**config.mk**
```make
export PLATFORM = sky130hd
export DESIGN_NAME = lru_writeback_cache_set_unit_flat
export DESIGN_NICKNAME = d
export VERILOG_FILES = /design/src/rtl/lwc_pkg.sv /design/src/rtl/lwc_req_if.sv /design/src/rtl/lwc_evt_if.sv /design/src/rtl/lwc_ram.sv /design/src/rtl/lwc_cmp.sv /design/src/rtl/lru_writeback_cache_set_unit.sv /design/src/flat_wrapper.sv
export SDC_FILE = /design/constraint.sdc
export NUM_CORES = 1
export LEC_CHECK = 0
export BUFFER_PORTS_ARGS = -buffer_cell sky130_fd_sc_hd__buf_2
export CAP_MARGIN = 0
export CORE_AREA = 2 2 326 328
export DETAILED_ROUTE_END_ITERATION = 10
export DIE_AREA = 0 0 328 330
export PLACE_DENSITY = 0.58
export REMOVE_ABC_BUFFERS = 1
export SYNTH_ARGS = -nofsm -noshare
export SYNTH_HDL_FRONTEND = slang
export SYNTH_SLANG_ARGS = --single-unit
```
**constraint.sdc**
```tcl
create_clock -name clk -period 14.48 [get_ports clk]
set_clock_uncertainty 0.2 [all_clocks]
set_input_delay 2.172 -clock clk [delete_from_list [all_inputs] [get_ports clk]]
set_output_delay 2.172 -clock clk [all_outputs]
set_load 0.005 [all_outputs]
```
**src/rtl/lwc_pkg.sv**
```systemverilog
package lwc_pkg;

  // access operation codes
  localparam logic [1:0] OP_LOAD  = 2'd0;
  localparam logic [1:0] OP_STORE = 2'd1;
  localparam logic [1:0] OP_FLUSH = 2'd2;

  // memory event kinds
  localparam logic KIND_FILL = 1'b0;
  localparam logic KIND_WB   = 1'b1;

  // sequencer states
  typedef enum logic [6:0] {
    S_IDLE      = 7'b0000001,
    S_SCAN      = 7'b0000010,
    S_DECIDE    = 7'b0000100,
    S_EVICT     = 7'b0001000,
    S_FILL      = 7'b0010000,
    S_FLUSH_RD  = 7'b0100000,
    S_FLUSH_OUT = 7'b1000000
  } state_t;

  // commands from the sequencer to the compare unit
  typedef struct packed {
    logic clear;
    logic step;
  } scan_cmd_t;

  // scan outcome flags from the compare unit
  typedef struct packed {
    logic hit;
    logic free;
  } scan_flags_t;

endpackage

```
**src/rtl/lwc_req_if.sv**
```systemverilog
interface lwc_req_if #(
  parameter int ADDR_WIDTH  = 48,
  parameter int STAMP_WIDTH = 32
);
  logic                   valid;
  logic                   ready;
  logic [1:0]             operation;
  logic [ADDR_WIDTH-1:0]  line_address;
  logic [STAMP_WIDTH-1:0] stamp;

  modport source (output valid, operation, line_address, stamp, input ready);
  modport sink (input valid, operation, line_address, stamp, output ready);
endinterface

```
**src/rtl/lwc_evt_if.sv**
```systemverilog
interface lwc_evt_if #(
  parameter int ADDR_WIDTH = 48
);
  logic                  valid;
  logic                  ready;
  logic                  event_kind;
  logic [ADDR_WIDTH-1:0] event_address;
  logic                  last;

  modport source (output valid, event_kind, event_address, last, input ready);
  modport sink (input valid, event_kind, event_address, last, output ready);
endinterface

```
**src/rtl/lwc_ram.sv**
```systemverilog
module lwc_ram #(
  parameter int WIDTH = 80,
  parameter int DEPTH = 8
) (
  input  logic                                  clk,
  input  logic                                  we,
  input  logic [((DEPTH > 1) ? $clog2(DEPTH) : 1)-1:0] waddr,
  input  logic [WIDTH-1:0]                      wdata,
  input  logic [((DEPTH > 1) ? $clog2(DEPTH) : 1)-1:0] raddr,
  output logic [WIDTH-1:0]                      rdata
);

  logic [WIDTH-1:0] mem [DEPTH];

  // one write port, registered read port
  always_ff @(posedge clk) begin
    if (we) begin
      mem[waddr] <= wdata;
    end
    rdata <= mem[raddr];
  end

endmodule

```
**src/rtl/lwc_cmp.sv**
```systemverilog
module lwc_cmp #(
  parameter int ADDR_WIDTH  = 48,
  parameter int STAMP_WIDTH = 32,
  parameter int WAYS        = 8
) (
  input  logic                                 clk,
  input  logic                                 rst,
  input  lwc_pkg::scan_cmd_t                   cmd,
  input  logic [((WAYS > 1) ? $clog2(WAYS) : 1)-1:0] idx,
  input  logic                                 ent_valid,
  input  logic [ADDR_WIDTH-1:0]                ent_addr,
  input  logic [STAMP_WIDTH-1:0]               ent_stamp,
  input  logic [ADDR_WIDTH-1:0]                key_addr,
  output lwc_pkg::scan_flags_t                 flags,
  output logic [((WAYS > 1) ? $clog2(WAYS) : 1)-1:0] hit_way,
  output logic [((WAYS > 1) ? $clog2(WAYS) : 1)-1:0] free_way,
  output logic [((WAYS > 1) ? $clog2(WAYS) : 1)-1:0] min_way,
  output logic [ADDR_WIDTH-1:0]                min_addr
);
  import lwc_pkg::*;

  logic                   min_seen;
  logic [STAMP_WIDTH-1:0] min_stamp;
  logic                   match;
  logic                   older;

  // one tag compare and one stamp compare, applied to one way per step
  assign match = ent_valid && (ent_addr == key_addr);
  assign older = !min_seen || (ent_stamp < min_stamp);

  // running hit, first free way and oldest way
  always_ff @(posedge clk) begin
    if (rst || cmd.clear) begin
      flags    <= '0;
      min_seen <= 1'b0;
    end else if (cmd.step) begin
      if (match && !flags.hit) begin
        flags.hit <= 1'b1;
        hit_way   <= idx;
      end
      if (!ent_valid && !flags.free) begin
        flags.free <= 1'b1;
        free_way   <= idx;
      end
      if (ent_valid && older) begin
        min_seen  <= 1'b1;
        min_stamp <= ent_stamp;
        min_way   <= idx;
        min_addr  <= ent_addr;
      end
    end
  end

endmodule

```
**src/rtl/lru_writeback_cache_set_unit.sv**
```systemverilog
// Load/store: the ways are scanned in S_SCAN and S_DECIDE makes the hit/miss
// decision; a miss then sends its memory words (writeback of a dirty victim,
// then fill). A new access is taken only once the unit is back in S_IDLE.
// Flush: the ways are read in turn and each valid dirty way is written back.
// The scan uses the single compare unit, which reads one way per cycle from
// the way RAM; a stalled receiver holds the pending word and the sequencer.
// Reset clears all valid and dirty bits; the way RAM is not cleared since an
// entry is only used while its valid bit is set.
module lru_writeback_cache_set_unit #(
  parameter int WAYS        = 8,
  parameter int ADDR_WIDTH  = 48,
  parameter int STAMP_WIDTH = 32
) (
  input logic      clk,
  input logic      rst,
  lwc_req_if.sink  access,
  lwc_evt_if.source mem_event
);
  import lwc_pkg::*;

  localparam int WAY_W = (WAYS > 1) ? $clog2(WAYS) : 1;
  localparam int CNT_W = $clog2(WAYS + 1);
  localparam int ENT_W = ADDR_WIDTH + STAMP_WIDTH;

  state_t                 state;
  logic [CNT_W-1:0]       cnt;
  logic                   chk_vld;
  logic [WAY_W-1:0]       chk_idx;
  logic [1:0]             req_op;
  logic [ADDR_WIDTH-1:0]  req_addr;
  logic [STAMP_WIDTH-1:0] req_stamp;
  logic [WAYS-1:0]        way_valid;
  logic [WAYS-1:0]        way_dirty;
  logic [WAYS-1:0]        vd;
  logic [WAYS-1:0]        vd_rest;

  logic                   out_valid;
  logic                   out_kind;
  logic [ADDR_WIDTH-1:0]  out_addr;
  logic                   out_last;

  logic                   acc_fire;
  logic                   slot_free;
  logic                   cnt_end;

  logic                   ram_we;
  logic [WAY_W-1:0]       ram_waddr;
  logic [ENT_W-1:0]       ram_rdata;
  logic [ADDR_WIDTH-1:0]  ent_addr;
  logic [STAMP_WIDTH-1:0] ent_stamp;

  scan_cmd_t              cmd;
  scan_flags_t            flags;
  logic [WAY_W-1:0]       hit_way;
  logic [WAY_W-1:0]       free_way;
  logic [WAY_W-1:0]       min_way;
  logic [WAY_W-1:0]       vict_way;
  logic [ADDR_WIDTH-1:0]  min_addr;

  // handshakes
  assign access.ready = (state == S_IDLE);
  assign acc_fire     = access.valid && access.ready;
  assign slot_free    = !out_valid || mem_event.ready;
  assign cnt_end      = (cnt == CNT_W'(WAYS));

  assign mem_event.valid         = out_valid;
  assign mem_event.event_kind    = out_kind;
  assign mem_event.event_address = out_addr;
  assign mem_event.last          = out_last;

  // dirty lines still to be written back after the current flush way
  assign vd      = way_valid & way_dirty;
  assign vd_rest = (vd >> cnt) >> 1;

  // way RAM holds address and stamp of each way
  assign vict_way  = flags.free ? free_way : min_way;
  assign ram_we    = (state == S_DECIDE);
  assign ram_waddr = flags.hit ? hit_way : vict_way;
  assign ent_addr  = ram_rdata[ENT_W-1 -: ADDR_WIDTH];
  assign ent_stamp = ram_rdata[STAMP_WIDTH-1:0];

  lwc_ram #(
    .WIDTH (ENT_W),
    .DEPTH (WAYS)
  ) u_way_ram (
    .clk   (clk),
    .we    (ram_we),
    .waddr (ram_waddr),
    .wdata ({req_addr, req_stamp}),
    .raddr (cnt[WAY_W-1:0]),
    .rdata (ram_rdata)
  );

  // shared compare unit walks the ways one per cycle
  assign cmd.clear = acc_fire;
  assign cmd.step  = chk_vld;

  lwc_cmp #(
    .ADDR_WIDTH  (ADDR_WIDTH),
    .STAMP_WIDTH (STAMP_WIDTH),
    .WAYS        (WAYS)
  ) u_cmp (
    .clk       (clk),
    .rst       (rst),
    .cmd       (cmd),
    .idx       (chk_idx),
    .ent_valid (way_valid[chk_idx]),
    .ent_addr  (ent_addr),
    .ent_stamp (ent_stamp),
    .key_addr  (req_addr),
    .flags     (flags),
    .hit_way   (hit_way),
    .free_way  (free_way),
    .min_way   (min_way),
    .min_addr  (min_addr)
  );

  // sequencer
  always_ff @(posedge clk) begin
    if (rst) begin
      state     <= S_IDLE;
      cnt       <= '0;
      chk_vld   <= 1'b0;
      way_valid <= '0;
      way_dirty <= '0;
      out_valid <= 1'b0;
    end else begin
      chk_vld <= 1'b0;
      if (out_valid && mem_event.ready) begin
        out_valid <= 1'b0;
      end
      unique case (state)
        S_IDLE: begin
          if (acc_fire) begin
            req_op    <= access.operation;
            req_addr  <= access.line_address;
            req_stamp <= access.stamp;
            cnt       <= '0;
            if (access.operation == OP_FLUSH) begin
              state <= S_FLUSH_RD;
            end else if (access.operation == OP_LOAD || access.operation == OP_STORE) begin
              state <= S_SCAN;
            end
          end
        end
        S_SCAN: begin
          if (!cnt_end) begin
            cnt     <= cnt + 1'b1;
            chk_vld <= 1'b1;
            chk_idx <= cnt[WAY_W-1:0];
          end else begin
            state <= S_DECIDE;
          end
        end
        S_DECIDE: begin
          if (flags.hit) begin
            if (req_op == OP_STORE) begin
              way_dirty[hit_way] <= 1'b1;
            end
            state <= S_IDLE;
          end else begin
            way_valid[vict_way] <= 1'b1;
            way_dirty[vict_way] <= (req_op == OP_STORE);
            if (!flags.free && way_dirty[min_way]) begin
              state <= S_EVICT;
            end else begin
              state <= S_FILL;
            end
          end
        end
        S_EVICT: begin
          if (slot_free) begin
            out_valid <= 1'b1;
            out_kind  <= KIND_WB;
            out_addr  <= min_addr;
            out_last  <= 1'b0;
            state     <= S_FILL;
          end
        end
        S_FILL: begin
          if (slot_free) begin
            out_valid <= 1'b1;
            out_kind  <= KIND_FILL;
            out_addr  <= req_addr;
            out_last  <= 1'b1;
            state     <= S_IDLE;
          end
        end
        S_FLUSH_RD: begin
          if (cnt_end) begin
            way_valid <= '0;
            way_dirty <= '0;
            state     <= S_IDLE;
          end else if (vd[cnt[WAY_W-1:0]]) begin
            state <= S_FLUSH_OUT;
          end else begin
            cnt <= cnt + 1'b1;
          end
        end
        S_FLUSH_OUT: begin
          if (slot_free) begin
            out_valid <= 1'b1;
            out_kind  <= KIND_WB;
            out_addr  <= ent_addr;
            out_last  <= (vd_rest == '0);
            cnt       <= cnt + 1'b1;
            state     <= S_FLUSH_RD;
          end
        end
        default: begin
          state <= S_IDLE;
        end
      endcase
    end
  end

  // a fill is always the final word of its access
  a_fill_last: assert property (@(posedge clk) disable iff (rst)
    (mem_event.valid && mem_event.event_kind == KIND_FILL) |-> mem_event.last)
    else $error("fill word without last");

  // a hit always points at a valid way
  a_hit_valid: assert property (@(posedge clk) disable iff (rst)
    (state == S_DECIDE && flags.hit) |-> way_valid[hit_way])
    else $error("hit on invalid way");

  // eviction only when no free way was found
  a_evict_full: assert property (@(posedge clk) disable iff (rst)
    (state == S_EVICT) |-> !flags.free)
    else $error("eviction while a way was free");

  // a finished flush leaves every way invalid
  a_flush_clear: assert property (@(posedge clk) disable iff (rst)
    (state == S_FLUSH_RD && cnt_end) |=> (way_valid == '0))
    else $error("ways still valid after flush");

endmodule
```
**src/flat_wrapper.sv**
```systemverilog
// flat-port wrapper written by rule: the top's interface ports become plain ports
module lru_writeback_cache_set_unit_flat import lwc_pkg::*;
#(
  parameter int WAYS        = 8,
  parameter int ADDR_WIDTH  = 48,
  parameter int STAMP_WIDTH = 32
)
  (clk, rst, access_valid, access_operation, access_line_address, access_stamp, access_ready, mem_event_valid, mem_event_event_kind, mem_event_event_address, mem_event_last, mem_event_ready);
  lwc_req_if #(.ADDR_WIDTH(ADDR_WIDTH), .STAMP_WIDTH(STAMP_WIDTH)) access_i ();
  lwc_evt_if #(.ADDR_WIDTH(ADDR_WIDTH)) mem_event_i ();
  input logic clk;
  input logic rst;
  input wire logic [$bits(access_i.valid)-1:0] access_valid;
  input wire logic [$bits(access_i.operation)-1:0] access_operation;
  input wire logic [$bits(access_i.line_address)-1:0] access_line_address;
  input wire logic [$bits(access_i.stamp)-1:0] access_stamp;
  output wire logic [$bits(access_i.ready)-1:0] access_ready;
  output wire logic [$bits(mem_event_i.valid)-1:0] mem_event_valid;
  output wire logic [$bits(mem_event_i.event_kind)-1:0] mem_event_event_kind;
  output wire logic [$bits(mem_event_i.event_address)-1:0] mem_event_event_address;
  output wire logic [$bits(mem_event_i.last)-1:0] mem_event_last;
  input wire logic [$bits(mem_event_i.ready)-1:0] mem_event_ready;
  assign access_i.valid = access_valid;
  assign access_i.operation = access_operation;
  assign access_i.line_address = access_line_address;
  assign access_i.stamp = access_stamp;
  assign access_ready = access_i.ready;
  assign mem_event_valid = mem_event_i.valid;
  assign mem_event_event_kind = mem_event_i.event_kind;
  assign mem_event_event_address = mem_event_i.event_address;
  assign mem_event_last = mem_event_i.last;
  assign mem_event_i.ready = mem_event_ready;
  lru_writeback_cache_set_unit #(.WAYS(WAYS), .ADDR_WIDTH(ADDR_WIDTH), .STAMP_WIDTH(STAMP_WIDTH)) u_core (.clk(clk), .rst(rst), .access(access_i), .mem_event(mem_event_i));
endmodule
```
==> run metrics <==
number of enable flip-flop cells after synthesis=between 800 and 900; cell taking the most area after synthesis=edfxtp_1; Sw Share=approximately 23%; worst endpoint required time=14.56 ns; critical path endpoint category=register; Seq pwr share=a little over half; vias in the first global route=between 15000 and 20000; maximum clock insertion buffer count=3; Syn Area/Cell=about 20 um2; RSZ-0062 raised after global routing=no; Worst Path Class, Setup=primary input to register; Initial Util=34.88%; Final Max Tran Viols=0; WL met3=4.215 mm; CTS Buf Count=100; post-synth cell types=56; Final Hold Fails=0; slowest cell on the critical path=buf_4; via count=roughly 18000; Netlist Area Pre-Place=36510 um2; internal power=between 4 and 5 mW; post-CTS resize count=0; detail-routed net length per standard cell=approximately 22 um; n_diodes=0; crit path to=u_core.u_cmp.min_stamp[23]; # IOs=~140; Area contributors post-synth=edfxtp_1 71%, mux4_2 10%, dfxtp_1 6.1%; pwr dens=around 150 nW/um2; DRC viols=0; DIE WIDTH=around 330 um; reg2reg start=u_core.state[6]; drt via density=about 5; Clock transition at path regs=0.06 ns; CTS tree=yes; highest clock rate=slightly above 200 MHz; ys flop type=edfxtp_1; GRT Overall Usage=14.54%; fillcell total=slightly above 9000; post-synth top area share=between 70% and 80%; Worst path max stage delay=0.91 ns; first-pass GRT wire length=between 100 and 150 mm; Max VDD drop=between 100 and 150 uV; Tightest Pin Transition=~1.1 ns; H-Tree Depth=3; Post-synth ARST share=0%; DP HPWL=between 40 and 50 mm; DRT Pass-1 Iters=5; RR Endpoint=u_core.u_way_ram.mem[2][26]; clock latency on the worst-skew pair=between 0.6 and 0.7 ns; Core Rows=~120; RD Place Congestion=0.8209; Reg2Reg Setup Slack=9.84 ns; Die H=330 um; top sig layer=met4; Final Cycle Share=around 34%; Max-slew headroom=about a quarter; postcts setup bufs=0; CP Max Fanout=65; DRT iter0 DRCs=around 1300; share of cells above drive strength 1=between 20 and 30%; outcome=finished clean; clock share of power=approximately 40%; Most common cell on crit path=buf_4; die area=108200 um2; Clock Sinks=about 980; Mapped Cells=1861; area grow syn2layout=15.56%; crit path launch type=primary input; Hold Buf Count CTS=0; # setup viols final=0; Placed Instances=roughly 3300; largest net degree at the start of global routing=66; Post-Route WL=between 70 and 80 mm; Core Footprint=approximately 100000 um2; post-route ant nets=0; Sw Pwr=~1.4 mW; Area after DPL=38950 um2; Max Cap Violations=0; total gr overflow=0; crit path time final=a little under 5 ns; met1 WL=about 34 mm; sequential share of the synthesized area=between 70 and 80%; I/O Buffers=137; Worst Hold Class=register to register; Leak=~14 nW; Clock Tree Root=clkbuf_16; Reg2Reg Depth=5; worst-path cell chain=buf_2 > a21oi_1 > buf_4 > nand3_1 > a21o_1 > a31oi_4 > buf_4; design area=42190 um2; logic gate share of total power=around 7.5%; met2 wire len=37.51 mm; flops & latches, synth=between 900 and 1000; Final Power=approximately 6.3 mW; Non-Filler Instances=roughly 3500; initial antenna violation count=3; setup TNS=0 ns; Syn. warnings=0; Final #Nets=between 2000 and 2500; Crit path arrival time=around 5 ns; crit path launch=rst
==> layer usage <==
layer / up-vias / GRT usage (%)
met5: - / 0
met4: 0 / 4.248
met3: 127 / 2.931
met2: 499 / 24.03
met1: 9169 / 19.50
li1: 7830 / -
==> worst min-delay path by stage <==
| stage | depth (start not counted) | slack, ns | endpoint | from |
|---|---|---|---|---|
| 6_report | 0 | 0.23 | u_core.u_cmp.min_stamp[29] | u_core.u_way_ram.rdata[29] |
| 3_5_place_dp | 0 | 0.22 | u_core.u_cmp.min_stamp[13] | u_core.u_way_ram.rdata[13] |
| 4_1_cts | 0 | 0.22 | u_core.u_cmp.min_stamp[1] | u_core.u_way_ram.rdata[1] |
| 5_1_grt | 0 | 0.23 | u_core.u_cmp.min_stamp[1] | u_core.u_way_ram.rdata[1] |
| 2_1_floorplan | 0 | 0.20 | u_core.u_cmp.min_stamp[0] | u_core.u_way_ram.rdata[0] |
| 3_3_place_gp | 0 | 0.22 | u_core.u_cmp.min_stamp[13] | u_core.u_way_ram.rdata[13] |
==> cells in the mapped netlist (all sizes together), types with 2 or more instances <==
cell type / count
o2111ai: 2
o21ai: 26
xor2: 30
and2: 4
nor4b: 2
nand2b: 8
and3: 4
mux2i: 8
o2bb2ai: 2
nor2b: 9
ha: 33
nand2: 148
o21a: 10
a21oi: 30
buf: 15
mux2: 84
nand3: 10
a221oi: 3
xnor2: 21
or4: 4
dfxtp: 112
nand3b: 3
nor3b: 3
nand4: 15
nor4: 11
a21o: 7
edfxtp: 864
nor2: 41
a211oi: 10
clkbuf: 60
inv: 40
nor3: 9
a32oi: 2
or3: 3
mux4: 163
a22oi: 50
==> final cells by class <==
class,instances,area (um2),area share [%]
Timing Repair Buffer,162,873.3,2.070
Clock inverter,55,460.4,1.091
Multi-Input combinational cell,769,7989,18.93
Tap cell,1391,1740,4.125
Sequential cell,976,28200,66.83
Inverter,41,153.9,0.3648
Clock buffer,135,2776,6.580
==> through the flow <==
stage               worst slack, ns  util, %  hold WS, ns
finish                        9.584    40.31       0.2321
global route                  9.338    40.31       0.2304
CTS                           9.532    40.31       0.2237
detailed placement            8.818    37.22       0.2210
global placement              8.820    37.22       0.2184
floorplan                     4.902        -       0.1995
==> cells in the final DEF (no fill, tap or decap), types with 30 or more instances in the layout <==
cell       count
a21oi_1       30
a22oi_1       50
buf_2        137
clkbuf_16    102
dfxtp_1      109
edfxtp_1     864
ha_1          33
inv_1         40
mux2_2        84
mux4_2       163
nand2_1      148
nor2_1        31
xor2_1        30
==> power by group through the flow <==
stage | logic (mW) | clock network [mW] | registers [mW]
2_1_floorplan | 0.383 | 0 | 3.41
3_3_place_gp | 0.479 | 0 | 3.41
3_5_place_dp | 0.483 | 0 | 3.42
4_1_cts | 0.486 | 2.58 | 3.36
5_1_grt | 0.525 | 2.69 | 3.38
6_report | 0.474 | 2.50 | 3.36
==> state kept, by name, indices dropped and copies added (netlist names), 2 cells and up <==
name and flops:
u_core.state 7, u_core.u_cmp.flags 2, u_core.u_cmp.hit_way 3, u_core.req_addr 48, u_core.req_op 2, u_core.u_cmp.min_addr 48
u_core.cnt 4, u_core.u_cmp.free_way 3, u_core.way_dirty 8, u_core.u_cmp.min_way 3, u_core.u_way_ram.mem 640, u_core.req_stamp 32
u_core.u_cmp.min_stamp 32, u_core.mem_event.event_address 48, u_core.chk_idx 3, u_core.way_valid 8, u_core.u_way_ram.rdata 80
==> worst max-delay path: cells and delay by family <==
| kind | cells | cell delay, ns |
|---|---|---|
| buffers and inverters | 3 | 1.32 |
| AND/OR/NAND/NOR | 1 | 0.25 |
| AO/OA/AOI/OAI | 3 | 1.12 |
==> cells by family after synthesis <==
group	after synthesis	synth area share [%]
xor gates and xnor gates	51	1.223
buffers and inverters	116	1.217
and+or+nand+nor	277	3.489
muxes	255	12.86
adders and majority gates	33	1.131
DFF	976	77.20
AOI/OAI and AO/OA	153	2.875
Note: power is estimated with default switching activity, not from simulation.
